[config.mk]
export PLATFORM = sky130hd
export DESIGN_NAME = mcbs_level
export DESIGN_NICKNAME = d
export VERILOG_FILES = /design/src/hw/rtl/mcbs_pkg.sv /design/src/hw/rtl/mcbs_level.sv
export SDC_FILE = /design/constraint.sdc
export NUM_CORES = 2
export LEC_CHECK = 0
export ABC_AREA = 1
export BUFFER_PORTS_ARGS = -buffer_cell sky130_fd_sc_hd__buf_2
export CAP_MARGIN = 20
export CORE_UTILIZATION = 45
export DETAILED_ROUTE_END_ITERATION = 8
export GPL_TIMING_DRIVEN = 0
export PLACE_DENSITY = 0.69
export SLEW_MARGIN = 15
export SYNTH_ARGS = -nofsm -noshare
export SYNTH_HDL_FRONTEND = slang
export SYNTH_SLANG_ARGS = --single-unit
[constraint.sdc]
create_clock -name clk_i -period 21.9 [get_ports clk_i]
set_input_delay 1.095 -clock clk_i [delete_from_list [all_inputs] [get_ports clk_i]]
set_output_delay 1.095 -clock clk_i [all_outputs]
set_load 0.05 [all_outputs]
[src/hw/rtl/mcbs_pkg.sv]
`timescale 1ns / 1ps
// ----------------------------------------------------------------------------
// mcbs_pkg
// Types and constants shared by the mip chain byte size pipeline.
// ----------------------------------------------------------------------------
package mcbs_pkg;

  localparam int unsigned DIM_W   = 15;
  localparam int unsigned DEP_W   = 12;
  localparam int unsigned BPP_W   = 5;
  localparam int unsigned SLVL_W  = 4;
  localparam int unsigned LIM_W   = 5;
  localparam int unsigned CNT_W   = 4;
  localparam int unsigned PROD_W  = 2 * DIM_W;
  localparam int unsigned TERM_W  = PROD_W + DEP_W;
  localparam int unsigned SUM_W   = TERM_W + 1;
  localparam int unsigned TOT_W   = SUM_W + BPP_W;
  localparam int unsigned TOTAL_W = 44;
  localparam int unsigned WORD_W  = 32;

  typedef logic [DIM_W-1:0]   dim_t;
  typedef logic [DEP_W-1:0]   dep_t;
  typedef logic [BPP_W-1:0]   bpp_t;
  typedef logic [SLVL_W-1:0]  slvl_t;
  typedef logic [LIM_W-1:0]   lim_t;
  typedef logic [CNT_W-1:0]   cnt_t;
  typedef logic [PROD_W-1:0]  prod_t;
  typedef logic [TERM_W-1:0]  term_t;
  typedef logic [SUM_W-1:0]   sum_t;
  typedef logic [TOT_W-1:0]   tot_t;
  typedef logic [TOTAL_W-1:0] total_t;

  typedef enum logic [1:0] {
    FMT_RAW   = 2'd0,
    FMT_BLK8  = 2'd1,
    FMT_BLK16 = 2'd2
  } fmt_e;

  localparam bpp_t BLK8_BYTES  = BPP_W'(8);
  localparam bpp_t BLK16_BYTES = BPP_W'(16);

  localparam tot_t TOTAL_MAX = {{(TOT_W-TOTAL_W){1'b0}}, {TOTAL_W{1'b1}}};
  localparam tot_t WORD_MAX  = {{(TOT_W-WORD_W){1'b0}}, {WORD_W{1'b1}}};

  typedef struct packed {
    dim_t  base_width;
    dim_t  base_height;
    dep_t  base_depth;
    bpp_t  bytes_per_pixel;
    slvl_t start_level;
    lim_t  level_limit;
    logic [1:0] format_class;
  } req_t;

  typedef struct packed {
    total_t total_bytes;
    logic   wide_flag;
    cnt_t   level_count;
  } res_t;

  // state carried from one mip level stage to the next
  typedef struct packed {
    dim_t  w;
    dim_t  h;
    dep_t  d;
    logic  run;
    lim_t  lim;
    fmt_e  fmt;
    bpp_t  scale;
    cnt_t  cnt;
    sum_t  sum;
    term_t term;
  } lvl_t;

endpackage

[src/hw/rtl/mcbs_level.sv]
`timescale 1ns / 1ps
// ----------------------------------------------------------------------------
// mcbs_level
// One mip level: area multiply, then depth multiply, while the previous
// level's term is folded into the running sum.
// ----------------------------------------------------------------------------
module mcbs_level #(
  parameter int unsigned LEVEL = 0
) (
  input  logic            clk_i,
  input  logic            rst_ni,
  input  logic            in_valid_i,
  output logic            in_ready_o,
  input  mcbs_pkg::lvl_t  in_i,
  output logic            out_valid_o,
  input  logic            out_ready_i,
  output mcbs_pkg::lvl_t  out_o
);

  localparam int unsigned DIMP_W = mcbs_pkg::DIM_W + 1;

  logic a_valid_q, b_valid_q;
  logic a_ready, b_ready;
  logic act;
  logic [DIMP_W-1:0] wp3, hp3;
  mcbs_pkg::dim_t ea, eb;
  mcbs_pkg::lvl_t a_d, a_q, b_d, b_q;
  mcbs_pkg::prod_t p_d, p_q;
  mcbs_pkg::dep_t pd_q;

  assign b_ready    = !b_valid_q || out_ready_i;
  assign a_ready    = !a_valid_q || b_ready;
  assign in_ready_o = a_ready;

  always_comb begin
    act = in_i.run && (mcbs_pkg::LIM_W'(LEVEL) < in_i.lim);
    wp3 = DIMP_W'(in_i.w) + DIMP_W'(3);
    hp3 = DIMP_W'(in_i.h) + DIMP_W'(3);
    if (in_i.fmt == mcbs_pkg::FMT_RAW) begin
      ea = in_i.w;
      eb = in_i.h;
    end else begin
      // 4x4 block counts
      ea = mcbs_pkg::DIM_W'(wp3 >> 2);
      eb = mcbs_pkg::DIM_W'(hp3 >> 2);
    end
    p_d = act ? mcbs_pkg::PROD_W'(ea) * mcbs_pkg::PROD_W'(eb) : '0;

    a_d      = in_i;
    a_d.sum  = in_i.sum + mcbs_pkg::SUM_W'(in_i.term);
    a_d.term = '0;
    a_d.w    = (in_i.w > mcbs_pkg::DIM_W'(1)) ? (in_i.w >> 1) : in_i.w;
    a_d.h    = (in_i.h > mcbs_pkg::DIM_W'(1)) ? (in_i.h >> 1) : in_i.h;
    a_d.d    = (in_i.d > mcbs_pkg::DEP_W'(1)) ? (in_i.d >> 1) : in_i.d;
    a_d.run  = act && !(in_i.w == mcbs_pkg::DIM_W'(1) && in_i.h == mcbs_pkg::DIM_W'(1));
  end

  always_comb begin
    b_d      = a_q;
    b_d.term = mcbs_pkg::TERM_W'(p_q) * mcbs_pkg::TERM_W'(pd_q);
  end

  always_ff @(posedge clk_i or negedge rst_ni) begin
    if (!rst_ni) begin
      a_valid_q <= 1'b0;
      b_valid_q <= 1'b0;
    end else begin
      if (a_ready) begin
        a_valid_q <= in_valid_i;
      end
      if (b_ready) begin
        b_valid_q <= a_valid_q;
      end
    end
  end

  always_ff @(posedge clk_i) begin
    if (a_ready && in_valid_i) begin
      a_q  <= a_d;
      p_q  <= p_d;
      pd_q <= in_i.d;
    end
    if (b_ready && a_valid_q) begin
      b_q <= b_d;
    end
  end

  assign out_valid_o = b_valid_q;
  assign out_o       = b_q;

endmodule

==> results.toml <==
[status]
status = "finished clean"

[flow_run]
cap_viol_max_count = 0

[routing]
routedWlPerCell_um = 16.20
num_vias = 26340
drc_errors = 0
routed.top_layer = "met5"
wirelength_met1_mm = 35.55
drtAntennaViolNets = 0
route.met3.wl_mm = 6.325
wl_met2_mm = 41.68
post_drt_via_cell_ratio = 4.936
dr.pass1.iters = 5
wl_mm = 86.42
drtIter0Drc = 1517

[timing]
layout_setup_ws_ps = 14650
setup_viol = 0
holdWs_ps = 309.7
min_period_over_period_pct = 33.13
rsz0062_at_grt = "no"
skew_ps = 28.69
finalHoldViolations = 0
period_minus_slack_ps = 7254
relSlewSlack_pct = 40.93
setup_tns_ps = 0
fmaxAchievable_mhz = 137.8
maxSlewViolCount = 0
tightestPinTransition_ps = 880.1

[yosys]
synth_fa_ha_area_share_pct = 35.44
ys_warn_count = 0
ys_seq_elements = 290
synthCells = 4021
seq_area_frac_synth_pct = 26.42
synth-simple-area-share_pct = 21.11
synth_compound_area_share_pct = 3.207
synth_top_family_by_area = "adder cells"
synth_top_area_cell = "fa_1"
synth_top_area_share_pct = 27.24
syn_area_um2 = 32930
synth_xor_area_share_pct = 1.383
synthTopCellsByArea = "fa_1 27%, edfxtp_1 26%, nand2_1 14%, inv_1 11%, ha_1 8.2%"
synth.distinct_cells = 45
synth.area.mux_share_pct = 0
avgSynthCellArea_um2 = 8.189

[worst_setup_path]
worstSetupEndpointType = "register"
reg2reg_slack_ps = 16040
critPathArrivalTime_ps = 7630
cp_common_cell = "inv_1"
startpoint_type = "input pin"
worst_ep_required_time_ps = 22280
critical_path_class = "input pin to register"
cpMaxStageDelayCell = "o21ai_2"
worst_path_largest_cell_delay_ps = 590
crit_fanout = 10

[floorplan]
die_area_um2 = 74260
die_w_um = 272.5
die_h_um = 272.5
num_rows = 98
start_util_pct = 45.75
num_io_pins = 294
core-area_um2 = 71980

[cts]
post_cts_buffers = 0
clock_latency_ps = 580
clock-sinks = 290
postCtsHoldBufs = 0
clk_pin_slew_ps = 60
cts_root_buffer = "clkbuf_16"
htree_num_levels = 2
cts-resized-gates = 0
clock_path_buffers = 3
cts_tree = "done"
cts_buffers = 37

[grt]
grt_pass1_wl_mm = 139.4
grt_max_degree = 83
overflow = 0
grt_antenna_before_repair = 1
grt_pass1_vias = 26700
track_usage_pct = 23.83

[cells_and_area]
fin_util_pct = 51.41
areaGrowthSynthToFinish_pct = 12.37
n_fill_cell = 6843
final_nets = 5170
layout_commonest_cell = "nand2_1"
mostFrequentLayoutCells = "1,236 x nand2_1, 941 x inv_1, 448 x fa_1, 313 x nor2_1, 292 x buf_2"
drive_gt1_share_pct = 9.647
seq_area_um2 = 8698
n_antenna_cell = 0
multiInputGateArea_um2 = 20160

[min_path]
hold_class = "input pin to asynchronous set/reset pin"

[placement]
port_buffers = 288
place_ws_ps = 14130
gp_congestion = 0.9548
place_hpwl_mm = 71.92
==> final cells by class <==
cell class	instances	area share [%]
Tap cell	950	3.212
Clock buffer	42	2.553
Clock inverter	24	0.7203
Buffer	122	1.342
Inverter	958	9.739
Timing Repair Buffer	296	4.450
Sequential cell	290	23.51
Multi-Input combinational cell	2653	54.48
==> synth_stat cells (all sizes together) <==
| library cell | count |
|---|---|
| conb | 1 |
| nand2b | 3 |
| nor3b | 1 |
| xnor2 | 16 |
| nor3 | 26 |
| clkbuf | 112 |
| xor2 | 36 |
| a21oi | 111 |
| and3 | 1 |
| inv | 958 |
| fa | 448 |
| and2 | 4 |
| nand3b | 5 |
| nand2 | 1247 |
| a31oi | 13 |
| nand3 | 117 |
| o21bai | 16 |
| edfxtp | 288 |
| ha | 216 |
| a22oi | 1 |
| nor4 | 5 |
| a21o | 1 |
| nand4 | 13 |
| or2 | 5 |
| dfrtp | 2 |
| a41o | 1 |
| o21a | 1 |
| o21ai | 43 |
| buf | 10 |
| nor2 | 320 |
==> cell families (layout without fill, tap and decap cells) <==
group,after synthesis,after routing
AO/OA/AOI/OAI,187,187
adder cells (fa/ha/maj),664,664
buffers and inverters,1080,1442
XOR/XNOR,52,52
other,1,3
AND/OR/NAND/NOR,1747,1747
flip-flops,290,290
==> routing by layer <==
metal	global-route usage, %	up-vias
met1	30.36	12620
li1	-	12660
met5	0	-
met2	40.74	906
met4	8.190	2
met3	4.279	148
==> sequential cells by signal (all words and copies together), names as in the netlist <==
signal	cells
out_o	144
pd_q	12
p_q	30
out_valid_o	1
a_q	102
a_valid_q	1
==> metrics by stage <==
stage | cells | instance area, um^2
finish | 5335 | 37000
global route | 5335 | 37000
CTS | 5335 | 37000
detailed placement | 5269 | 35790
global placement | 5261 | 35570
floorplan | 4023 | 32940
==> path summary, 6_finish.rpt <==
path,to,depth (start not counted),startpoint
min in group clk_i,out_o[101]$_DFFE_PP_,0,a_q[101]$_DFFE_PP_
worst max-delay path,p_q[29]$_SDFFCE_PN0P_,29,in_i[95]
worst min-delay path,out_valid_o$_DFFE_PN0P_,1,rst_ni
worst min register to register,out_o[101]$_DFFE_PP_,0,a_q[101]$_DFFE_PP_
worst max register to register,out_o[37]$_DFFE_PP_,20,pd_q[9]$_DFFE_PP_
max in group asynchronous,a_valid_q$_DFFE_PN0N_,1,rst_ni
==> worst max-delay path: cells and delay by family <==
family                     cells  cell delay (ps)
buffers and inverters         11             1160
AOI/OAI and AO/OA              1              590
and+or+nand+nor               10             1490
adders and majority gates      7             3300
Power is left out: the tool's default activity adds up to more than one toggle a clock period on the data nets, which glitch-free logic cannot reach.
